[src/hw/rtl/spq_pkg.sv]
// Shared constants, types and helpers for the stable priority task queue.
`default_nettype none

package spq_pkg;

    // Queue geometry
    localparam int DEPTH   = 16;
    localparam int IDX_W   = $clog2(DEPTH);
    localparam int CNT_W   = $clog2(DEPTH + 1);
    localparam int ID_W    = 16;
    localparam int DUR_W   = 16;
    localparam int PRI_W   = 2;
    localparam int ENTRY_W = ID_W + DUR_W + PRI_W;

    // Opcodes
    localparam logic OP_ENQ = 1'b0;
    localparam logic OP_DEQ = 1'b1;

    // Result status codes
    localparam logic [1:0] ST_OK    = 2'd0;
    localparam logic [1:0] ST_FULL  = 2'd1;
    localparam logic [1:0] ST_EMPTY = 2'd2;

    // One stored task
    typedef struct packed {
        logic [ID_W-1:0]  id;
        logic [DUR_W-1:0] dur;
        logic [PRI_W-1:0] pri;
    } t_entry;

    // Controller states
    typedef enum logic [1:0] {
        S_IDLE,
        S_INS,
        S_CMP,
        S_DEQ
    } t_state;

    // Commands from controller to datapath
    typedef struct packed {
        logic load;       // capture new task, start walk at the tail
        logic res_full;   // report full
        logic res_empty;  // report empty
        logic rd_head;    // read the head entry
        logic rd_prev;    // read the entry below the walk position
        logic shift;      // move the read entry up one place, step down
        logic put_new;    // write the new task at the walk position
        logic pop;        // return the head entry and drop it
    } t_cmd;

    // Status from datapath to controller
    typedef struct packed {
        logic full;
        logic empty;
        logic k_zero;
        logic pri_gt;
    } t_sts;

    // Map a logical position to a physical RAM address of the ring
    function automatic logic [IDX_W-1:0] ring_addr(input logic [IDX_W-1:0] head,
                                                   input logic [IDX_W-1:0] pos);
        logic [IDX_W:0] sum;
        sum = {1'b0, head} + {1'b0, pos};
        if (sum >= (IDX_W + 1)'(DEPTH)) begin
            sum = sum - (IDX_W + 1)'(DEPTH);
        end
        return sum[IDX_W-1:0];
    endfunction

endpackage

`default_nettype wire

[src/hw/rtl/spq_ram.sv]
// Generic single-write, single-read RAM with registered read data.
`default_nettype none

module spq_ram #(
    parameter int WIDTH = 8,
    parameter int DEPTH = 16
) (
    input  wire logic                     i_clk,
    input  wire logic                     i_we,
    input  wire logic [$clog2(DEPTH)-1:0] i_waddr,
    input  wire logic [WIDTH-1:0]         i_wdata,
    input  wire logic                     i_re,
    input  wire logic [$clog2(DEPTH)-1:0] i_raddr,
    output logic      [WIDTH-1:0]         o_rdata
);

    logic [WIDTH-1:0] r_mem [DEPTH];
    logic [WIDTH-1:0] r_rdata;

    // Write port
    always_ff @(posedge i_clk) begin
        if (i_we) begin
            r_mem[i_waddr] <= i_wdata;
        end
    end

    // Registered read port
    always_ff @(posedge i_clk) begin
        if (i_re) begin
            r_rdata <= r_mem[i_raddr];
        end
    end

    assign o_rdata = r_rdata;

endmodule

`default_nettype wire

[src/hw/rtl/spq_ctrl.sv]
// Controller state machine of the stable priority task queue.
`default_nettype none

module spq_ctrl (
    input  wire logic          i_clk,
    input  wire logic          i_rst_n,
    input  wire logic          start,
    input  wire logic          i_opcode,
    input  wire spq_pkg::t_sts i_sts,
    output spq_pkg::t_cmd      o_cmd,
    output logic               o_busy
);

    spq_pkg::t_state r_state;
    spq_pkg::t_state n_state;
    logic            take;

    assign take = start && (r_state == spq_pkg::S_IDLE);

    // Hold the state
    always_ff @(posedge i_clk) begin
        if (!i_rst_n) begin
            r_state <= spq_pkg::S_IDLE;
        end else begin
            r_state <= n_state;
        end
    end

    // Next state
    always_comb begin
        n_state = r_state;
        case (r_state)
            spq_pkg::S_IDLE: begin
                if (take) begin
                    if (i_opcode == spq_pkg::OP_ENQ) begin
                        if (!i_sts.full) n_state = spq_pkg::S_INS;
                    end else begin
                        if (!i_sts.empty) n_state = spq_pkg::S_DEQ;
                    end
                end
            end
            spq_pkg::S_INS: begin
                n_state = i_sts.k_zero ? spq_pkg::S_IDLE : spq_pkg::S_CMP;
            end
            spq_pkg::S_CMP: begin
                n_state = i_sts.pri_gt ? spq_pkg::S_INS : spq_pkg::S_IDLE;
            end
            spq_pkg::S_DEQ: begin
                n_state = spq_pkg::S_IDLE;
            end
            default: n_state = spq_pkg::S_IDLE;
        endcase
    end

    // Command outputs
    always_comb begin
        o_cmd  = '0;
        o_busy = (r_state != spq_pkg::S_IDLE);
        case (r_state)
            spq_pkg::S_IDLE: begin
                if (take) begin
                    if (i_opcode == spq_pkg::OP_ENQ) begin
                        o_cmd.res_full = i_sts.full;
                        o_cmd.load     = !i_sts.full;
                    end else begin
                        o_cmd.res_empty = i_sts.empty;
                        o_cmd.rd_head   = !i_sts.empty;
                    end
                end
            end
            spq_pkg::S_INS: begin
                o_cmd.put_new = i_sts.k_zero;
                o_cmd.rd_prev = !i_sts.k_zero;
            end
            spq_pkg::S_CMP: begin
                o_cmd.shift   = i_sts.pri_gt;
                o_cmd.put_new = !i_sts.pri_gt;
            end
            spq_pkg::S_DEQ: begin
                o_cmd.pop = 1'b1;
            end
            default: o_cmd = '0;
        endcase
    end

`ifndef SYNTH
    // A shift step always comes straight after a read of the entry below
    a_shift_after_read: assert property (@(posedge i_clk) disable iff (!i_rst_n)
        o_cmd.shift |-> $past(o_cmd.rd_prev))
        else $error("shift without preceding read");

    // A pop always follows a head read
    a_pop_after_head: assert property (@(posedge i_clk) disable iff (!i_rst_n)
        o_cmd.pop |-> $past(o_cmd.rd_head))
        else $error("pop without head read");

    // At most one result per cycle
    a_one_result: assert property (@(posedge i_clk) disable iff (!i_rst_n)
        $onehot0({o_cmd.res_full, o_cmd.res_empty, o_cmd.put_new, o_cmd.pop}))
        else $error("more than one result in a cycle");
`endif

endmodule

`default_nettype wire

[src/hw/rtl/spq_dp.sv]
// Datapath of the stable priority task queue: ring pointers, walk position, RAM, result.
`default_nettype none

module spq_dp (
    input  wire logic                        i_clk,
    input  wire logic                        i_rst_n,
    input  wire spq_pkg::t_cmd               i_cmd,
    input  wire logic [spq_pkg::ID_W-1:0]    i_task_id,
    input  wire logic [spq_pkg::DUR_W-1:0]   i_task_duration,
    input  wire logic [spq_pkg::PRI_W-1:0]   i_task_priority,
    output spq_pkg::t_sts                    o_sts,
    output logic                             o_strobe,
    output logic [1:0]                       o_status,
    output logic [spq_pkg::ID_W-1:0]         o_out_id,
    output logic [spq_pkg::DUR_W-1:0]        o_out_duration,
    output logic [spq_pkg::PRI_W-1:0]        o_out_priority
);

    logic [spq_pkg::IDX_W-1:0] r_head;
    logic [spq_pkg::CNT_W-1:0] r_count;
    logic [spq_pkg::CNT_W-1:0] r_k;
    spq_pkg::t_entry           r_new;

    logic                      r_strobe;
    logic [1:0]                r_status;
    spq_pkg::t_entry           r_res;

    logic [spq_pkg::CNT_W-1:0] k_dec;
    logic [spq_pkg::IDX_W-1:0] rd_pos;
    logic [spq_pkg::IDX_W-1:0] rd_addr;
    logic [spq_pkg::IDX_W-1:0] wr_addr;
    logic                      rd_en;
    logic                      wr_en;
    spq_pkg::t_entry           wr_data;
    spq_pkg::t_entry           rd_data;
    logic [spq_pkg::ENTRY_W-1:0] rd_word;

    assign k_dec   = r_k - spq_pkg::CNT_W'(1);
    assign rd_pos  = i_cmd.rd_head ? '0 : k_dec[spq_pkg::IDX_W-1:0];
    assign rd_addr = spq_pkg::ring_addr(r_head, rd_pos);
    assign rd_en   = i_cmd.rd_head || i_cmd.rd_prev;
    assign wr_addr = spq_pkg::ring_addr(r_head, r_k[spq_pkg::IDX_W-1:0]);
    assign wr_en   = i_cmd.shift || i_cmd.put_new;
    assign wr_data = i_cmd.shift ? rd_data : r_new;
    assign rd_data = spq_pkg::t_entry'(rd_word);

    // Task storage as a ring
    spq_ram #(
        .WIDTH (spq_pkg::ENTRY_W),
        .DEPTH (spq_pkg::DEPTH)
    ) u_ram (
        .i_clk   (i_clk),
        .i_we    (wr_en),
        .i_waddr (wr_addr),
        .i_wdata (wr_data),
        .i_re    (rd_en),
        .i_raddr (rd_addr),
        .o_rdata (rd_word)
    );

    // Status to the controller
    assign o_sts.full   = (r_count == spq_pkg::CNT_W'(spq_pkg::DEPTH));
    assign o_sts.empty  = (r_count == '0);
    assign o_sts.k_zero = (r_k == '0);
    assign o_sts.pri_gt = (rd_data.pri > r_new.pri);

    // Advance ring pointers, fill count and walk position
    always_ff @(posedge i_clk) begin
        if (!i_rst_n) begin
            r_head  <= '0;
            r_count <= '0;
            r_k     <= '0;
        end else begin
            if (i_cmd.load) begin
                r_k <= r_count;
            end else if (i_cmd.shift) begin
                r_k <= k_dec;
            end
            if (i_cmd.put_new) begin
                r_count <= r_count + spq_pkg::CNT_W'(1);
            end else if (i_cmd.pop) begin
                r_count <= r_count - spq_pkg::CNT_W'(1);
                r_head  <= spq_pkg::ring_addr(r_head, spq_pkg::IDX_W'(1));
            end
        end
    end

    // Capture the task to insert
    always_ff @(posedge i_clk) begin
        if (i_cmd.load) begin
            r_new.id  <= i_task_id;
            r_new.dur <= i_task_duration;
            r_new.pri <= i_task_priority;
        end
    end

    // Result strobe
    always_ff @(posedge i_clk) begin
        if (!i_rst_n) begin
            r_strobe <= 1'b0;
        end else begin
            r_strobe <= i_cmd.res_full || i_cmd.res_empty || i_cmd.put_new || i_cmd.pop;
        end
    end

    // Result payload
    always_ff @(posedge i_clk) begin
        if (i_cmd.pop) begin
            r_status <= spq_pkg::ST_OK;
            r_res    <= rd_data;
        end else if (i_cmd.res_full) begin
            r_status <= spq_pkg::ST_FULL;
            r_res    <= '0;
        end else if (i_cmd.res_empty) begin
            r_status <= spq_pkg::ST_EMPTY;
            r_res    <= '0;
        end else if (i_cmd.put_new) begin
            r_status <= spq_pkg::ST_OK;
            r_res    <= '0;
        end
    end

    assign o_strobe       = r_strobe;
    assign o_status       = r_status;
    assign o_out_id       = r_res.id;
    assign o_out_duration = r_res.dur;
    assign o_out_priority = r_res.pri;

`ifndef SYNTH
    // Fill count never exceeds the capacity
    a_count_bound: assert property (@(posedge i_clk) disable iff (!i_rst_n)
        r_count <= spq_pkg::CNT_W'(spq_pkg::DEPTH))
        else $error("fill count above capacity");

    // An insertion grows the queue by exactly one
    a_insert_grows: assert property (@(posedge i_clk) disable iff (!i_rst_n)
        i_cmd.put_new |=> r_count == $past(r_count) + spq_pkg::CNT_W'(1))
        else $error("insertion did not grow the queue");

    // A pop only ever comes from a non-empty queue
    a_pop_nonempty: assert property (@(posedge i_clk) disable iff (!i_rst_n)
        i_cmd.pop |-> r_count != '0)
        else $error("pop from empty queue");
`endif

endmodule

`default_nettype wire

[src/hw/rtl/stable_priority_task_queue_unit.sv]
// Top level of the stable priority task queue: controller plus datapath.
`default_nettype none

// Holds up to spq_pkg::DEPTH tasks in a ring RAM, most urgent first and in
// arrival order within a priority. A transaction is taken when start is high
// and busy is low. Its single result is shown for one cycle with o_strobe and
// cannot be held off, so the receiver must take it then. A dequeue reads the
// head at acceptance, then pops it in S_DEQ with busy high; its result is
// registered from the pop and strobes after S_DEQ. An enqueue walks down from
// the tail, moving each less urgent entry up one place. Busy stays high
// through the walk, which ends when it reaches the head or stops at an entry
// of equal or more urgent priority. The result strobes in the cycle busy
// falls. Full and empty reports come the cycle after acceptance, with busy
// staying low. Each moved entry takes an S_INS read and an S_CMP write because
// the RAM has one read port with registered read data. A new transaction may
// start in the same cycle as the previous result strobe.
module stable_priority_task_queue_unit (
    input  wire logic                        i_clk,
    input  wire logic                        i_rst_n,
    input  wire logic                        start,
    output logic                             busy,
    input  wire logic                        i_opcode,
    input  wire logic [spq_pkg::ID_W-1:0]    i_task_id,
    input  wire logic [spq_pkg::DUR_W-1:0]   i_task_duration,
    input  wire logic [spq_pkg::PRI_W-1:0]   i_task_priority,
    output logic                             o_strobe,
    output logic [1:0]                       o_status,
    output logic [spq_pkg::ID_W-1:0]         o_out_id,
    output logic [spq_pkg::DUR_W-1:0]        o_out_duration,
    output logic [spq_pkg::PRI_W-1:0]        o_out_priority
);

    spq_pkg::t_cmd cmd;
    spq_pkg::t_sts sts;

    // Sequence each transaction
    spq_ctrl u_ctrl (
        .i_clk    (i_clk),
        .i_rst_n  (i_rst_n),
        .start    (start),
        .i_opcode (i_opcode),
        .i_sts    (sts),
        .o_cmd    (cmd),
        .o_busy   (busy)
    );

    // Storage, pointers and result registers
    spq_dp u_dp (
        .i_clk           (i_clk),
        .i_rst_n         (i_rst_n),
        .i_cmd           (cmd),
        .i_task_id       (i_task_id),
        .i_task_duration (i_task_duration),
        .i_task_priority (i_task_priority),
        .o_sts           (sts),
        .o_strobe        (o_strobe),
        .o_status        (o_status),
        .o_out_id        (o_out_id),
        .o_out_duration  (o_out_duration),
        .o_out_priority  (o_out_priority)
    );

endmodule

`default_nettype wire

[config.mk]
export PLATFORM = sky130hd
export DESIGN_NAME = stable_priority_task_queue_unit
export DESIGN_NICKNAME = d
export VERILOG_FILES = /design/src/hw/rtl/spq_pkg.sv /design/src/hw/rtl/spq_ram.sv /design/src/hw/rtl/spq_ctrl.sv /design/src/hw/rtl/spq_dp.sv /design/src/hw/rtl/stable_priority_task_queue_unit.sv
export SDC_FILE = /design/constraint.sdc
export NUM_CORES = 1
export LEC_CHECK = 0
export BUFFER_PORTS_ARGS = -buffer_cell sky130_fd_sc_hd__buf_4
export CORE_MARGIN = 3
export CORE_UTILIZATION = 55
export DETAILED_ROUTE_END_ITERATION = 10
export PLACE_DENSITY = 0.8
export SYNTH_ARGS = -nofsm -noshare
export SYNTH_HDL_FRONTEND = slang
export SYNTH_SLANG_ARGS = --single-unit
[constraint.sdc]
create_clock -name i_clk -period 7.55 [get_ports i_clk]
set_input_delay 0 -clock i_clk [delete_from_list [all_inputs] [get_ports i_clk]]
set_output_delay 0 -clock i_clk [all_outputs]
set_load 0.005 [all_outputs]
* After elaboration in Yosys (flattened, before gate mapping)
Memory sizes are Yosys's and may differ from the RTL's. A register that Yosys moved wholly into a read port is not among the register bits.
Index checks and enable logic that the tools add are counted.
W data, S select, Z words.
** Operators by class
- $add $sub $neg :: 9
- Order comparisons :: 4
- Equal/unequal tests :: 7
- Multiplexer cells :: 33
- Bitwise operators :: 1
- Reduce and logical (&&, ||, !) cells :: 22
** Operator list (count)
- $mux W34 :: 5
- $mux W4 :: 6
- $mux W5 :: 4
- $mux W2 :: 9
- $ge A5 B5 Y1 const B :: 3
- $sub A4 B1 Y4 const B :: 3
- $add A4 B4 Y5 :: 2
- $logic_not A5 Y1 :: 2
- $sub A5 B1 Y5 const B :: 2
- $pmux W2 S4 :: 1
- $reduce_bool A2 Y1 :: 4
- $mux W1 :: 7
- $ne A3 B3 Y1 const B :: 2
- $add A4 B1 Y5 const B :: 1
- $add A5 B1 Y5 const B :: 1
- $eq A5 B5 Y1 const B :: 1
- $logic_or A1 B1 Y1 :: 5
- $eq A2 B2 Y1 const B :: 2
- $logic_not A1 Y1 :: 4
- $reduce_bool A4 Y1 :: 1
- $reduce_and A3 Y1 :: 1
- $reduce_bool A3 Y1 :: 1
- $eq A2 B1 Y1 const B :: 1
- $gt A2 B2 Y1 :: 1
- other kinds (7) :: 7
** Word-level totals
- Flip-flop bits (word level) :: 87
- RAM bits :: 544
- Input bits :: 38
- Output and inout bits :: 38
- Word-level logic and storage cells :: 90
- Memories :: 1
** Memories
- u_dp.u_ram.r_mem :: words 16, bits a word 34, rd ports 1, clocked after Yosys merged registers in 1, wr ports 1, RTL line spq_ram.sv:17 : logic [WIDTH-1:0] r_mem [DEPTH];

* Longest topological paths before layout
- Depth after elaboration :: 9
- Depth in mapped cells :: 12

* Modules after synthesis
From an unflattened synthesis, not the netlist that was laid out.
** Unflattened totals
- Cells, all modules :: 1204
- Area, all modules :: 25557.0 um2
** Modules (own cells, without submodules)
- spq_ram :: instances 1, cells an instance 888, area an instance 21416.8 um2, seq. area each 17356.6 um2
- spq_dp :: instances 1, cells an instance 284, area an instance 3871.2 um2, seq. area each 2382.3 um2
- spq_ctrl :: instances 1, cells an instance 32, area an instance 269.0 um2, seq. area each 40.0 um2

* Least setup slack after synthesis
No wires, ideal clock.
- Path type :: register to register
- Start point :: reg u_dp.u_ram.r_rdata[1], in the netlist u_dp.u_ram.o_rdata[1], read port of u_dp.u_ram.r_mem
- End point :: mem u_dp.u_ram.r_mem[4][0] (netlist bit) (enable)
- Arrival :: 4776 ps
- Data required time :: 7040 ps
- Slack :: 2264 ps
- Stages on the path, launching flop included :: 8
- Buffers on the path :: 1
- Cells stage by stage :: edfxtp_1 > ha_1 > nor2b_1 > o21ai_0 > a22o_1 > a21boi_2 > buf_2 > nor4_1
** Between the ends
- Cells in the longest elaborated chain, start to end :: 6
- Elaborated cells on any way between the ends :: 7
- Classes of those cells :: 1 x order compare; 4 x mux; 2 x reduce/logical
** RTL lines
- from (decl) :: RTL line spq_ram.sv:18 : logic [WIDTH-1:0] r_rdata;
- $gt A2 B2 Y1 (*) :: RTL line spq_dp.sv:65 : assign o_sts.pri_gt = (rd_data.pri > r_new.pri);
- $logic_not A1 Y1 :: RTL line spq_ctrl.sv:77 : o_cmd.put_new = !i_sts.pri_gt;
- $pmux W1 S2 :: RTL line spq_ctrl.sv:59 : case (r_state)
- $logic_or A1 B1 Y1 (*) :: RTL line spq_dp.sv:43 : assign wr_en = i_cmd.shift || i_cmd.put_new;
- $mux W1 (*) :: RTL line spq_ram.sv:22 : if (i_we) begin
- $mux W1 (not written as such) (*) :: RTL line spq_ram.sv:23 : r_mem[i_waddr] <= i_wdata;
- to (decl) :: RTL line spq_ram.sv:17
Mark *: on every way between the ends. The rest lies on a longest branch, timed or not.

* Worst setup path in the final report
- Start point :: reg u_ctrl.r_state[0]
- End point :: reg u_dp.u_ram.r_rdata[0], in the netlist u_dp.u_ram.o_rdata[0], read port of u_dp.u_ram.r_mem (data pin)
** Between the ends
- Cells in the longest elaborated chain, start to end :: 8
- Elaborated cells on any way between the ends :: 12
- Classes of those cells :: 2 x add/sub; 1 x order compare; 1 x eq/ne; 5 x mux; 3 x reduce/logical
** RTL lines
- from (decl) :: RTL line spq_ctrl.sv:14 : spq_pkg::t_state r_state;
- from (signal assigned) :: RTL line spq_ctrl.sv:23 : r_state <= spq_pkg::S_IDLE;
- from (signal assigned) :: RTL line spq_ctrl.sv:25 : r_state <= n_state;
- $logic_not A2 Y1 :: RTL line spq_ctrl.sv:18, spq_ctrl.sv:59
- $logic_and A1 B1 Y1 :: RTL line spq_ctrl.sv:18 : assign take = start && (r_state == spq_pkg::S_IDLE);
- $mux W4 :: RTL line spq_ctrl.sv:61 : if (take) begin
- $mux W4 :: RTL line spq_ctrl.sv:59
- $mux W4 :: RTL line spq_dp.sv:39 : assign rd_pos = i_cmd.rd_head ? '0 : k_dec[spq_pkg::IDX_W-1:0];
- $add A4 B4 Y5 :: RTL line spq_pkg.sv:63 : sum = {1'b0, head} + {1'b0, pos};
- $sub A4 B1 Y4 or $ge A5 B5 Y1 (tied branches) :: RTL line spq_pkg.sv:65, spq_pkg.sv:64
- $mux W4 :: RTL line spq_pkg.sv:64 : if (sum >= (IDX_W + 1)'(DEPTH)) begin
Parallel ways exist; a longest one is shown, timed or not.
A chain may end at the register's enable or synchronous reset.

==> out/qor.txt <==
IO Pins -> 76
Clock sinks -> 665
Layout cell share with drive strength beyond 1 -> 32.1%
Final GP Congestion -> 0.740
WP data required -> 7.87 ns
Post-synth EDFFs -> 646
Yosys cell types -> 49
Synth top area share -> 75.5%
GR Overflow Total -> 0
Clock tree buffer depth -> 3
Total CTS buffers -> 67
Yosys top cell by area -> edfxtp_1
Gate Count Post-Synth -> 1121
Clk slew on worst S/H paths -> 0.06 ns
Cell Area, Synth -> 0.0257 mm²
Rel. slew slack -> 9.89%
YS warnings -> 0
Hold path depth -> 2
Critical Path Max Stage Delay -> 0.80 ns
Post-Route WL -> 57900 µm
Synth Area in XOR/XNOR -> 0.711%
Switching Fraction -> 29.9%
Final hold violations -> 0
Htree depth -> 3
Largest delay share family, worst path -> adder cells
Largest net degree at the start of global routing -> 137
Setup TNS -> 0 ns
Lkg Pwr -> 9.76 nW
Proportion of synthesized area in mux cells -> 16.6%
Residual DRC -> 0
Asr flop ratio synth -> 0%
Worst hold path type -> in -> reg
Die ar. -> 0.0493 mm²
Initial drt markers -> 1379
Fin Hold WS -> 0.126 ns
Crit path arrival time -> 4.69 ns
Core area -> 0.0458 mm²
R2R Path End -> u_dp.u_ram.o_rdata[0]
First-pass GRT wire length -> 85500 µm
Mapped Nets -> 1181
RSZ-0062 raised after global routing -> no
Status -> complete, no violations
Final setup viols -> 0
CP max-delay cell -> xnor2_2
Adder and majority gate portion of the synthesized area -> 1.16%
Seq/Total Area, Yosys -> 77.0%
Total GRT Usage -> 23.8%
Synth Area in Compound Gates -> 0.906%
Worst Path Buf+Inv -> 2
Proportion of power drawn by combinational gates -> 33.9%
Nets@finish -> 1344
ANT cells -> 0
Initial Util -> 56.1%
Fin crit share -> 57.8%
Clock Latency Late Sink -> 0.59 ns
Crit end category -> flip-flop
CTS Root Cell -> clkbuf_16
Slew Limit Fails -> 0
Die extent in y -> 222 µm
Wire per inst -> 29.9 µm
Syn-to-layout area delta -> 15.3%
DR vias -> 12.3k
Most frequent cells after synthesis -> edfxtp_1 (646), mux4_2 (170), and2_1 (34), mux2_2 (33), nand2_1 (26)
Die Span X -> 222 µm
Crit path time final -> 4.37 ns
Port bufs -> 75
Most common cell in the netlist -> edfxtp_1
Number of global-route vias before repair -> 13.0k
FF-to-FF path depth -> 10
Worst Path Max Fanout -> 27
Worst slew pin tran -> 1.34 ns
Part of the power in the clock network -> 25.8%
Largest family of logic cells by synthesized area -> multiplexers
Max Cap Viol -> 0
Worst R2R Setup Slack -> 3.18 ns
Final Skew -> 0.0237 ns
Placed wire-length estimate -> 26400 µm
Ordered list of cells on the worst path -> inv_1 -> ha_1 -> nand3_1 -> a21oi_2 -> nor2_1 -> ha_4 -> fa_4 -> xnor2_2 -> buf_4 -> mux4_2
Area contributors post-synth -> edfxtp_1 (76%), mux4_2 (15%), dfxtp_1 (1.5%)
Synth Area in Simple Gates -> 2.27%
Pwr Density -> 428 mW/mm²
Peak VDD IR -> 0.766 mV
Pre-antenna DRT Iters -> 5
Max Clk Rate -> 229 MHz
Internal -> 8.89 mW
Syn avg cell area -> 22.9 µm²
Critical Path Start Type -> flip-flop
CTS tree -> done
Post-synthesis register bit count -> 665
Synth Flop Type -> edfxtp_1
Site Rows -> 78
Sequential power share -> 40.3%
Fin util -> 64.7%
Routed Antenna Nets -> 0
WS Path Type -> reg -> reg
Via density -> 6.34
Reg-to-reg startpoint -> u_ctrl.r_state[0]
Net Sw Power -> 3.79 mW
Worst hold endpoint -> u_dp.r_new[15]
Initial antenna violation count -> 0
HP Start -> i_task_duration[13]
state kept, by name, summed over array words and instances (netlist names):
name	cells
u_dp.o_strobe	1
u_dp.r_head	4
u_dp.o_out_duration	16
u_dp.o_status	2
u_dp.o_out_id	16
u_ctrl.r_state	2
u_dp.r_count	5
u_dp.u_ram.r_mem	544
u_dp.u_ram.o_rdata	34
u_dp.o_out_priority	2
u_dp.r_k	5
u_dp.r_new	34
timing repair:
action,4_1_cts,5_1_grt
setup buffers,0,0
gates resized for setup,0,0
hold buffers,39,0
hold endpoints to repair,53,0
per-stage QoR:
| step | setup WS (ns) | instance area [µm²] | total power [mW] | cells |
|---|---|---|---|---|
| final | 3.18 | 29600 | 12.7 | 1936 |
| after global routing | 2.93 | 29600 | 13.2 | 1936 |
| after CTS | 3.11 | 29600 | 12.8 | 1936 |
| after detailed placement | 3.20 | 27100 | 9.45 | 1776 |
| after global placement | 3.34 | 27100 | 9.29 | 1776 |
| after floorplan | 2.26 | 25700 | 8.30 | 1121 |
layer usage:
metal  wire [µm]  GRT usage [%]
met3        4340           4.00
met2       30100           39.9
met4        1770           9.16
met1       21600           31.7
met5           0              0
kinds of logic after synthesis:
group,after synthesis
XOR/XNOR,20
multiplexers,209
flip-flops,665
AO/OA/AOI/OAI,35
adder cells (fa/ha/maj),22
buffers and inverters,61
AND/OR/NAND/NOR,109
area by class of cell:
cell class                      instances  area [µm²]
Clock buffer                           87        1810
Clock inverter                         34         340
Fill cell                            2810       16200
Inverter                               13        48.8
Multi-Input combinational cell        395        5690
Sequential cell                       665       19800
Tap cell                              600         751
Timing Repair Buffer                  142        1190
worst max path at each step:
stage | to | slack, ns | from | cells after the start
floorplan | u_dp.u_ram.r_mem[4][0] | 2.26 | u_dp.u_ram.o_rdata[1] | 7
global placement | u_dp.u_ram.o_rdata[28] | 3.34 | u_ctrl.r_state[0] | 10
detailed placement | u_dp.u_ram.o_rdata[10] | 3.20 | u_ctrl.r_state[1] | 10
CTS | u_dp.u_ram.o_rdata[0] | 3.11 | u_ctrl.r_state[0] | 10
global route | u_dp.u_ram.o_rdata[0] | 2.93 | u_ctrl.r_state[0] | 10
finish | u_dp.u_ram.o_rdata[0] | 3.18 | u_ctrl.r_state[0] | 10
placed cells by master (no fill, tap or decap), drive strengths merged, types with 2 or more instances in the layout:
cell type    count
a21boi           2
a21o             4
a21oi           12
and2            34
buf            103
bufinv           6
clkbuf          87
clkinv          24
dfxtp           19
dlygate4sd3     39
edfxtp         646
fa               3
ha              19
inv             17
mux2            33
mux2i            6
mux4           170
nand2           26
nand2b           6
nand3            4
nor2            12
nor3            15
nor4             6
o211ai           3
o21ai            6
xnor2           14
xor2             6
worst reg2reg max path, cell delays in order (launching register included):
cell and delay (ns):
dfxtp_1 0.35, inv_1 0.12, ha_1 0.22, nand3_1 0.13
a21oi_2 0.30, nor2_1 0.13, ha_4 0.19, fa_4 0.48
xnor2_2 0.80, buf_4 0.73, mux4_2 0.65
power by group through the flow:
stage	Clock, mW	Sequential, mW	Combinational, mW
4_1_cts	3.32	5.11	4.36
3_5_place_dp	0	5.16	4.28
6_report	3.28	5.11	4.30
5_1_grt	3.45	5.14	4.59
2_1_floorplan	0	5.11	3.20
3_3_place_gp	0	5.16	4.14
(Power assumes the default switching activity.)
